File: src/rtl/sha_pkg.sv
`timescale 1ns / 1ps
// ----------------------------------------------------------------------------
// sha_pkg
// shared types, constants and round functions for the sha-256 hasher
// ----------------------------------------------------------------------------
package sha_pkg;

  localparam int unsigned RoundCount = 64;

  typedef logic [31:0] word_t;

  typedef struct packed {
    logic       load_iv;     // hash words to initial values
    logic       write_byte;  // write data into block buffer at fill
    logic [7:0] wr_data;
    logic [5:0] wr_addr;
    logic       start_comp;  // run one compression over the buffer
    logic       shift_out;   // rotate hash words for output
  } dp_cmd_t;

  typedef struct packed {
    logic comp_busy;
    logic comp_done;
  } dp_stat_t;

  function automatic word_t iv_word(input logic [2:0] i);
    word_t r;
    unique case (i)
      3'd0: r = 32'h6a09e667;
      3'd1: r = 32'hbb67ae85;
      3'd2: r = 32'h3c6ef372;
      3'd3: r = 32'ha54ff53a;
      3'd4: r = 32'h510e527f;
      3'd5: r = 32'h9b05688c;
      3'd6: r = 32'h1f83d9ab;
      default: r = 32'h5be0cd19;
    endcase
    return r;
  endfunction

  function automatic word_t round_k(input logic [5:0] t);
    word_t k [0:63];
    k = '{
      32'h428a2f98, 32'h71374491, 32'hb5c0fbcf, 32'he9b5dba5,
      32'h3956c25b, 32'h59f111f1, 32'h923f82a4, 32'hab1c5ed5,
      32'hd807aa98, 32'h12835b01, 32'h243185be, 32'h550c7dc3,
      32'h72be5d74, 32'h80deb1fe, 32'h9bdc06a7, 32'hc19bf174,
      32'he49b69c1, 32'hefbe4786, 32'h0fc19dc6, 32'h240ca1cc,
      32'h2de92c6f, 32'h4a7484aa, 32'h5cb0a9dc, 32'h76f988da,
      32'h983e5152, 32'ha831c66d, 32'hb00327c8, 32'hbf597fc7,
      32'hc6e00bf3, 32'hd5a79147, 32'h06ca6351, 32'h14292967,
      32'h27b70a85, 32'h2e1b2138, 32'h4d2c6dfc, 32'h53380d13,
      32'h650a7354, 32'h766a0abb, 32'h81c2c92e, 32'h92722c85,
      32'ha2bfe8a1, 32'ha81a664b, 32'hc24b8b70, 32'hc76c51a3,
      32'hd192e819, 32'hd6990624, 32'hf40e3585, 32'h106aa070,
      32'h19a4c116, 32'h1e376c08, 32'h2748774c, 32'h34b0bcb5,
      32'h391c0cb3, 32'h4ed8aa4a, 32'h5b9cca4f, 32'h682e6ff3,
      32'h748f82ee, 32'h78a5636f, 32'h84c87814, 32'h8cc70208,
      32'h90befffa, 32'ha4506ceb, 32'hbef9a3f7, 32'hc67178f2};
    return k[t];
  endfunction

  function automatic word_t rotr(input word_t x, input int unsigned n);
    return (x >> n) | (x << (32 - n));
  endfunction

endpackage

File: src/rtl/sha_datapath.sv
`timescale 1ns / 1ps
// ----------------------------------------------------------------------------
// sha_datapath
// block buffer memory, message schedule window and round datapath
// ----------------------------------------------------------------------------
module sha_datapath (
  input  logic             clk,
  input  logic             rst,
  input  sha_pkg::dp_cmd_t cmd,
  output sha_pkg::dp_stat_t stat,
  output sha_pkg::word_t   head_word
);
  import sha_pkg::*;

  typedef enum logic [3:0] {
    C_IDLE  = 4'b0001,
    C_LOAD  = 4'b0010,
    C_ROUND = 4'b0100,
    C_ADD   = 4'b1000
  } comp_state_t;

  logic [7:0]  buffer [0:63];
  logic [7:0]  rd_data;
  logic [5:0]  rd_addr;
  comp_state_t state;
  logic [6:0]  cnt;
  word_t       hash [0:7];
  word_t       v [0:7];
  word_t       w [0:15];
  word_t       pack;
  word_t       load_word;
  word_t       w_new, w_cur, s0, s1, sum0, sum1, ch, maj, x1;

  // byte read address runs ahead by one for the registered read
  assign rd_addr = cnt[5:0];

  always_ff @(posedge clk) begin
    if (cmd.write_byte) begin
      buffer[cmd.wr_addr] <= cmd.wr_data;
    end
    rd_data <= buffer[rd_addr];
  end

  assign s0    = rotr(w[1], 7) ^ rotr(w[1], 18) ^ (w[1] >> 3);
  assign s1    = rotr(w[14], 17) ^ rotr(w[14], 19) ^ (w[14] >> 10);
  assign w_new = s1 + w[9] + s0 + w[0];
  assign w_cur = w[0];
  assign sum1  = rotr(v[4], 6) ^ rotr(v[4], 11) ^ rotr(v[4], 25);
  assign ch    = (v[4] & v[5]) ^ (~v[4] & v[6]);
  assign sum0  = rotr(v[0], 2) ^ rotr(v[0], 13) ^ rotr(v[0], 22);
  assign maj   = (v[0] & v[1]) ^ (v[0] & v[2]) ^ (v[1] & v[2]);
  assign x1    = v[7] + sum1 + ch + round_k(cnt[5:0]) + w_cur;
  assign load_word = {pack[23:0], rd_data};

  always_ff @(posedge clk) begin
    if (rst) begin
      state <= C_IDLE;
      cnt   <= '0;
      for (int i = 0; i < 8; i++) hash[i] <= iv_word(3'(i));
    end else begin
      unique case (state)
        C_IDLE: begin
          if (cmd.load_iv) begin
            for (int i = 0; i < 8; i++) hash[i] <= iv_word(3'(i));
          end else if (cmd.shift_out) begin
            for (int i = 0; i < 7; i++) hash[i] <= hash[i + 1];
            hash[7] <= hash[0];
          end
          if (cmd.start_comp) begin
            state <= C_LOAD;
            cnt   <= 7'd1;
          end
        end
        C_LOAD: begin
          // byte cnt-1 is on rd_data; bytes pack big-endian into a word
          pack <= load_word;
          if (cnt[1:0] == 2'd0) begin
            for (int i = 0; i < 15; i++) w[i] <= w[i + 1];
            w[15] <= load_word;
          end
          if (cnt == 7'd64) begin
            state <= C_ROUND;
            cnt   <= '0;
            for (int i = 0; i < 8; i++) v[i] <= hash[i];
          end else begin
            cnt <= cnt + 7'd1;
          end
        end
        C_ROUND: begin
          for (int i = 0; i < 15; i++) w[i] <= w[i + 1];
          w[15] <= w_new;
          v[7] <= v[6]; v[6] <= v[5]; v[5] <= v[4];
          v[4] <= v[3] + x1;
          v[3] <= v[2]; v[2] <= v[1]; v[1] <= v[0];
          v[0] <= x1 + sum0 + maj;
          if (cnt == 7'd63) begin
            state <= C_ADD;
          end
          cnt <= cnt + 7'd1;
        end
        C_ADD: begin
          for (int i = 0; i < 8; i++) hash[i] <= hash[i] + v[i];
          state <= C_IDLE;
          cnt   <= '0;
        end
        default: state <= C_IDLE;
      endcase
    end
  end

  assign stat.comp_busy = (state != C_IDLE);
  assign stat.comp_done = (state == C_ADD);
  assign head_word      = hash[0];

  a_start_idle: assert property (@(posedge clk) disable iff (rst)
    cmd.start_comp |-> state == C_IDLE) else $error("compression started while busy");
  a_round_len: assert property (@(posedge clk) disable iff (rst)
    state == C_ADD |-> $past(state) == C_ROUND && $past(cnt) == 7'd63)
    else $error("round count broken");
  a_no_write_busy: assert property (@(posedge clk) disable iff (rst)
    state != C_IDLE |-> !cmd.write_byte) else $error("buffer written during compression");

endmodule

File: src/rtl/sha_ctrl.sv
`timescale 1ns / 1ps
// ----------------------------------------------------------------------------
// sha_ctrl
// handshake, fill and length tracking, padding sequencer and digest output
// ----------------------------------------------------------------------------
module sha_ctrl (
  input  logic              clk,
  input  logic              rst,
  input  logic              valid,
  output logic              ready,
  input  logic [7:0]        data_byte,
  input  logic              byte_present,
  input  logic              end_of_message,
  output logic              out_valid,
  input  logic              out_ready,
  output logic [2:0]        word_index,
  output logic              last_word,
  output sha_pkg::dp_cmd_t  cmd,
  input  sha_pkg::dp_stat_t stat
);
  import sha_pkg::*;

  typedef enum logic [6:0] {
    S_IDLE   = 7'b0000001,
    S_WAIT   = 7'b0000010,
    S_PAD    = 7'b0000100,
    S_PWAIT  = 7'b0001000,
    S_LEN    = 7'b0010000,
    S_LWAIT  = 7'b0100000,
    S_OUT    = 7'b1000000
  } ctrl_state_t;

  ctrl_state_t state;
  logic [5:0]  fill;
  logic [60:0] total;
  logic        pend_end;
  logic [63:0] bits;
  logic        accept;
  logic [5:0]  fill_inc;
  logic [2:0]  len_sel;

  assign ready    = (state == S_IDLE);
  assign accept   = valid && ready;
  assign fill_inc = fill + 6'd1;
  assign bits     = {total, 3'b000};
  assign out_valid = (state == S_OUT);
  assign last_word = (word_index == 3'd7);
  assign len_sel  = fill[2:0];

  always_comb begin
    cmd = '0;
    unique case (state)
      S_IDLE: begin
        if (accept && byte_present) begin
          cmd.write_byte = 1'b1;
          cmd.wr_addr    = fill;
          cmd.wr_data    = data_byte;
          cmd.start_comp = (fill == 6'd63);
        end
      end
      S_WAIT: begin
        // pad marker once the buffer is free
        if (!stat.comp_busy && pend_end) begin
          cmd.write_byte = 1'b1;
          cmd.wr_addr    = fill;
          cmd.wr_data    = 8'h80;
          cmd.start_comp = (fill == 6'd63);
        end
      end
      S_PAD: begin
        cmd.write_byte = 1'b1;
        cmd.wr_addr    = fill;
        cmd.wr_data    = 8'h00;
        cmd.start_comp = (fill == 6'd63);
      end
      S_LEN: begin
        cmd.write_byte = 1'b1;
        cmd.wr_addr    = fill;
        cmd.wr_data    = bits[6'(63 - 8 * len_sel) -: 8];
        cmd.start_comp = (fill == 6'd63);
      end
      S_OUT: begin
        cmd.shift_out = out_ready;
        cmd.load_iv   = out_ready && last_word;
      end
      default: ;
    endcase
  end

  always_ff @(posedge clk) begin
    if (rst) begin
      state      <= S_IDLE;
      fill       <= '0;
      total      <= '0;
      pend_end   <= 1'b0;
      word_index <= '0;
    end else begin
      unique case (state)
        S_IDLE: begin
          if (accept && byte_present) begin
            fill     <= fill_inc;
            total    <= total + 61'd1;
            pend_end <= end_of_message;
            if (fill == 6'd63) state <= S_WAIT;
            else if (end_of_message) state <= S_WAIT;
          end else if (accept && end_of_message) begin
            pend_end <= 1'b1;
            state    <= S_WAIT;
          end
        end
        S_WAIT: begin
          // after a full block, or before writing the pad marker
          if (!stat.comp_busy) begin
            if (pend_end) begin
              pend_end <= 1'b0;
              fill     <= fill_inc;
              priority if (fill == 6'd63) state <= S_PWAIT;
              else if (fill == 6'd55) state <= S_LEN;
              else state <= S_PAD;
            end else begin
              state <= S_IDLE;
            end
          end
        end
        S_PAD: begin
          if (fill == 6'd63) begin
            fill  <= '0;
            state <= S_PWAIT;
          end else if (fill == 6'd55) begin
            fill  <= fill_inc;
            state <= S_LEN;
          end else begin
            fill <= fill_inc;
          end
        end
        S_PWAIT: begin
          if (!stat.comp_busy) state <= S_PAD;
        end
        S_LEN: begin
          fill <= fill_inc;
          if (fill == 6'd63) state <= S_LWAIT;
        end
        S_LWAIT: begin
          if (!stat.comp_busy) begin
            state      <= S_OUT;
            word_index <= '0;
          end
        end
        S_OUT: begin
          if (out_ready) begin
            word_index <= word_index + 3'd1;
            if (last_word) begin
              state <= S_IDLE;
              total <= '0;
              fill  <= '0;
            end
          end
        end
        default: state <= S_IDLE;
      endcase
    end
  end

  a_out_len: assert property (@(posedge clk) disable iff (rst)
    state == S_OUT |-> fill == 6'd0) else $error("fill not cleared for output");
  a_len_aligned: assert property (@(posedge clk) disable iff (rst)
    state == S_LEN |-> fill >= 6'd56) else $error("length written early");
  a_done_busy: assert property (@(posedge clk) disable iff (rst)
    stat.comp_done |-> state == S_WAIT || state == S_PWAIT || state == S_LWAIT)
    else $error("compression finished out of sequence");

endmodule

File: src/rtl/sha256_stream_hasher.sv
`timescale 1ns / 1ps
// ----------------------------------------------------------------------------
// sha256_stream_hasher
// streaming sha-256, at most one byte per input word, digest as eight words
// ----------------------------------------------------------------------------
// channel   signals                                        direction
// input     valid ready data_byte byte_present end_of_message   in
// output    out_valid out_ready digest_word word_index last_word out
//
// a byte that does not fill a block, or an idle word, leaves ready high
// a byte that fills a block holds ready low while the block loads, the rounds
// run, the hash words are added and control hands back
// end of message: the pad marker, zero bytes up to byte 56, eight length
// bytes, then a compression (two if over 55 bytes pend)
// the digest waits as long as out_ready is low; input is held off meanwhile
// rst is synchronous and restores the initial hash values
// ----------------------------------------------------------------------------
module sha256_stream_hasher (
  input  logic        clk,
  input  logic        rst,
  input  logic        valid,
  output logic        ready,
  input  logic [7:0]  data_byte,
  input  logic        byte_present,
  input  logic        end_of_message,
  output logic        out_valid,
  input  logic        out_ready,
  output logic [31:0] digest_word,
  output logic [2:0]  word_index,
  output logic        last_word
);
  import sha_pkg::*;

  dp_cmd_t  cmd;
  dp_stat_t stat;

  sha_ctrl u_ctrl (
    .clk, .rst, .valid, .ready, .data_byte, .byte_present, .end_of_message,
    .out_valid, .out_ready, .word_index, .last_word, .cmd, .stat
  );

  sha_datapath u_dp (
    .clk, .rst, .cmd, .stat, .head_word(digest_word)
  );

endmodule

File: config.mk
export PLATFORM = sky130hd
export DESIGN_NAME = sha256_stream_hasher
export DESIGN_NICKNAME = d
export VERILOG_FILES = /design/src/rtl/sha_pkg.sv /design/src/rtl/sha_datapath.sv /design/src/rtl/sha_ctrl.sv /design/src/rtl/sha256_stream_hasher.sv
export SDC_FILE = /design/constraint.sdc
export NUM_CORES = 2
export LEC_CHECK = 0
export ABC_AREA = 1
export BUFFER_PORTS_ARGS = -buffer_cell sky130_fd_sc_hd__buf_2
export CAP_MARGIN = 20
export CORE_ASPECT_RATIO = 0.7
export CORE_MARGIN = 2
export CORE_UTILIZATION = 50
export DETAILED_ROUTE_END_ITERATION = 10
export PLACE_DENSITY = 0.65
export SLEW_MARGIN = 20
export SYNTH_ARGS = -nofsm -noshare
export SYNTH_HDL_FRONTEND = slang
export SYNTH_SLANG_ARGS = --single-unit
export TNS_END_PERCENT = 30
File: constraint.sdc
create_clock -name clk -period 20.1 [get_ports clk]
set_input_delay 4.02 -clock clk [delete_from_list [all_inputs] [get_ports clk]]
set_output_delay 4.02 -clock clk [all_outputs]
set_load 0.03 [all_outputs]
==> Implementation_results.wiki <==
{| class="wikitable"
! Metric !! Value
|-
| Outcome || finished clean
|-
| Pin count of the biggest net entering global routing || 198
|-
| DIE HEIGHT || 368 um
|-
| Postcts setup bufs || 0
|-
| Total overflow reported by the global router || 0
|-
| Wire length per cell || 30.6 um
|-
| Total half-perimeter wirelength after legalization and detailed placement || 293 mm
|-
| Worst vdd ir || 70.3 uV
|-
| Final setup violation count || 0
|-
| Req. time, crit path || 20660 ps
|-
| Kind of end point of the critical path || flop
|-
| Number of max-slew violations in the final report || 0
|-
| Worst endpoint data arrival time || 11100 ps
|-
| GR Util All Layers || 38.9%
|-
| Number of optimization iterations in the first detailed-route pass || 7
|-
| Post-route setup TNS || 0 ps
|-
| Number of maximum-capacitance constraint violations || 0
|-
| Vias per inst || around 6.3
|-
| Async set-reset flop share out of synthesis || 0%
|-
| Most repeated library cell on the critical path || sky130_fd_sc_hd__inv_1
|-
| Power per unit of standard cell area || 87.9 mW/mm2
|-
| Total Power Consumption || 9.06 mW
|-
| Tightest Pin Transition || 1260 ps
|-
| Biggest cell delay along the critical path || slightly above 1000 ps
|-
| Core area || 0.188 mm2
|-
| Cell count after synthesis || ~9900
|-
| # IOs || 52
|-
| Avg Synthesized Cell Area || between 9 and 10 um2
|-
| GP Congestion || 1.10
|-
| RR Startpoint || u_dp.cnt[0]
|-
| Endpoint of the most critical register-to-register path || u_dp.v[0][23]
|-
| Total die area || between 0.15 and 0.2 mm2
|-
| Capture endpoint of the worst hold path || u_dp.w[0][298]
|-
| Sum of buffers and inverters on the critical path || 8
|-
| Count of filler cells inserted in the layout || approximately 17000
|-
| Port Buffer Count || 51
|-
| Placed cells || 12200
|-
| Kind of critical path || flop to flop
|-
| Final cell count without fillers || roughly 13000
|-
| Area of all sequential standard cells || 0.0488 mm2
|-
| Clock tree from TritonCTS || built
|-
| Via total after detailed routing || 78700
|-
| Crit path max-delay cell type || sky130_fd_sc_hd__xor2_1
|-
| Launch instance of the worst min-delay path || u_dp.w[0][330]
|-
| P&R area growth vs syn || 8.85%
|-
| Layout Utilization || 54.8%
|-
| Clock slew seen by the registers of the worst setup and hold paths || 70 ps
|-
| Number of global-route vias before repair || 71100
|-
| H-tree levels || 4
|-
| FMAX || 0.0948 GHz
|-
| Final hold violation count || 0
|-
| Startpoint kind of the worst setup timing path || flop
|-
| RSZ-0062 raised after global routing || false
|-
| Final ANT Viol Nets || 0
|-
| Worst relative slew slack || 16.0%
|-
| Fin crit share || a little over half
|-
| Leakage power figure || 39.6 nW
|-
| Post-synth design cell area || roughly 0.095 mm2
|-
| R2R depth || 36
|-
| Antenna violations before repair || 32
|-
| Clock tree root buffer cell || sky130_fd_sc_hd__clkbuf_16
|-
| Total nets after synthesis || ~11000
|-
| Post-synthesis cell type count || 75
|-
| Initial cell density of the core || 50.4%
|-
| DRT Wirelength || 384 mm
|-
| Post-CTS sizing || 0
|-
| Min-Delay Path Depth || 0
|-
| Placed cell area || around 0.098 mm2
|-
| Synth warnings || 0
|-
| Clock buffers created by TritonCTS || 171
|-
| Share of post-route cells with drive strength above 1 || 5.28%
|-
| Die extent in x || 524 um
|-
| Num Clock Sinks || around 1700
|-
| DRC Markers || 0
|-
| First-pass GRT wire length || approximately 530 mm
|-
| Number of synthesized flops with an enable pin || between 1500 and 2000
|-
| Worst-case clock buffer depth || 4
|-
| Post-layout nets || 10500
|-
| Worst clock skew || 79.5 ps
|-
| Flops & latches, synth || 1657
|-
| Family with the most delay on the worst path || adder cells
|-
| Row count || 133
|-
| Number of DRC markers in iteration 0 || roughly 13000
|-
| Largest fanout on the critical path || 13
|-
| Primary FF master, synth || sky130_fd_sc_hd__edfxtp_1
|-
| Hold buffers post-CTS || 0
|-
| Worst-case register-to-register setup slack || ~9600 ps
|-
| Final critical delay including setup and external delays || 10550 ps
|-
| Later-pin clock latency in the skew report || 870 ps
|-
| Multi-input gate area || 0.0403 mm2
|-
| Proportion of synthesized chip area in sequential cells || 51.5%
|-
| Final std cell area, no fill || approximately 0.10 mm2
|-
| Worst Hold Class || flop to flop
|}
-- per-stage QoR --
step / worst slack (ps) / hold slack (ps)
after floorplan: 2560 / 400
after global placement: 10340 / 400
after detailed placement: 10340 / 405
after CTS: 10260 / 370
after global routing: 9300 / 383
final: 9550 / 379
-- placed cells by master (no fill, tap or decap), types with 63 or more instances in the layout --
cell	netlist	final
sky130_fd_sc_hd__edfxtp_1	1560	1560
sky130_fd_sc_hd__dfxtp_1	97	95
sky130_fd_sc_hd__nand2_1	2144	2138
sky130_fd_sc_hd__buf_4	34	85
sky130_fd_sc_hd__xnor2_1	203	203
sky130_fd_sc_hd__nand3_1	359	353
sky130_fd_sc_hd__o21bai_1	63	63
sky130_fd_sc_hd__o21ai_0	869	864
sky130_fd_sc_hd__fa_1	195	195
sky130_fd_sc_hd__xor2_1	219	219
sky130_fd_sc_hd__ha_1	394	394
sky130_fd_sc_hd__nor3_1	126	126
sky130_fd_sc_hd__a22oi_1	191	191
sky130_fd_sc_hd__inv_1	1117	1112
sky130_fd_sc_hd__nand4_1	114	114
sky130_fd_sc_hd__clkbuf_16	0	171
sky130_fd_sc_hd__nor2_1	661	656
sky130_fd_sc_hd__a21oi_1	695	694
-- area by class of cell --
class	count	area share [%]
clock inverters	95	1.12
diodes	12	0.0291
multi-input cells	6783	39.1
inverters	1135	4.16
clock buffers	205	4.28
well taps	2497	3.03
repair buffers	141	0.963
flip-flops and latches	1657	47.3
-- sequential cells by signal (all words and copies together) (netlist names) --
signal and cells:
u_dp.buffer 512, u_dp.w 512, u_dp.hash 256, u_dp.v 256, u_ctrl.total 61, u_dp.pack 24
u_dp.rd_data 8, u_ctrl.state 7, u_dp.cnt 7, u_ctrl.fill 6, u_dp.state 4, u_ctrl.word_index 3
u_ctrl.pend_end 1
-- synthesized netlist by cell type, drive strengths merged, types with 41 or more instances --
cell type  instances  share of area, %
nand4            116              0.80
buf              102              0.60
xor2             219               2.0
a31oi             63              0.42
inv             1130               4.5
nand3            360               1.9
o21ai            884               4.7
a21o              53              0.42
xnor2            203               1.9
o21bai            63              0.50
or2               41              0.27
edfxtp          1560                49
nand2           2146               8.5
ha               394               5.2
fa               195               4.1
nor3             133              0.74
dfxtp             97               2.0
clkbuf           246              0.97
a22oi            191               1.5
a21oi            695               3.7
nor2             670               2.7
-- cell families (layout without fill, tap and decap cells) --
| group | after synthesis | in the layout | share of synthesized area [%] |
|---|---|---|---|
| AO/OA/AOI/OAI | 2214 | 2214 | 13.5 |
| AND/OR/NAND/NOR | 3542 | 3542 | 15.5 |
| flip-flops | 1657 | 1657 | 51.5 |
| other | 0 | 12 | 0 |
| adder cells (fa/ha/maj) | 590 | 590 | 9.33 |
| multiplexers | 15 | 15 | 0.173 |
| buffers and inverters | 1483 | 1576 | 6.08 |
| XOR/XNOR | 422 | 422 | 3.90 |
-- power by group --
part           switching, mW  leakage (nW)  internal, mW  total, mW
clock network           1.43          2.70          1.87       3.31
registers             0.0408          14.8          3.81       3.86
logic                   1.35          22.2         0.546       1.90
total                   2.83          39.6          6.23       9.06
-- worst max-delay path by stage --
| stage | startpoint | endpoint | slack (ps) | cells past startpoint |
|---|---|---|---|---|
| after global placement | u_dp.cnt[0] | u_dp.v[0][24] | 10340 | 38 |
| after floorplan | rst | u_dp.w[0][0] | 2560 | 7 |
| final | u_dp.cnt[0] | u_dp.v[0][23] | 9550 | 36 |
| after detailed placement | u_dp.cnt[0] | u_dp.v[0][23] | 10340 | 36 |
| after CTS | u_dp.cnt[0] | u_dp.v[0][23] | 10260 | 36 |
| after global routing | u_dp.cnt[0] | u_dp.v[0][23] | 9300 | 36 |
-- per-layer routing --
layer / global-route usage, % / part of all wire [%]
met2: 44.4 / 34
met4: 6.76 / 1.9
met3: 21.2 / 19
met5: 0.826 / 0.087
met1: 62.1 / 45
(Power assumes the default switching activity.)
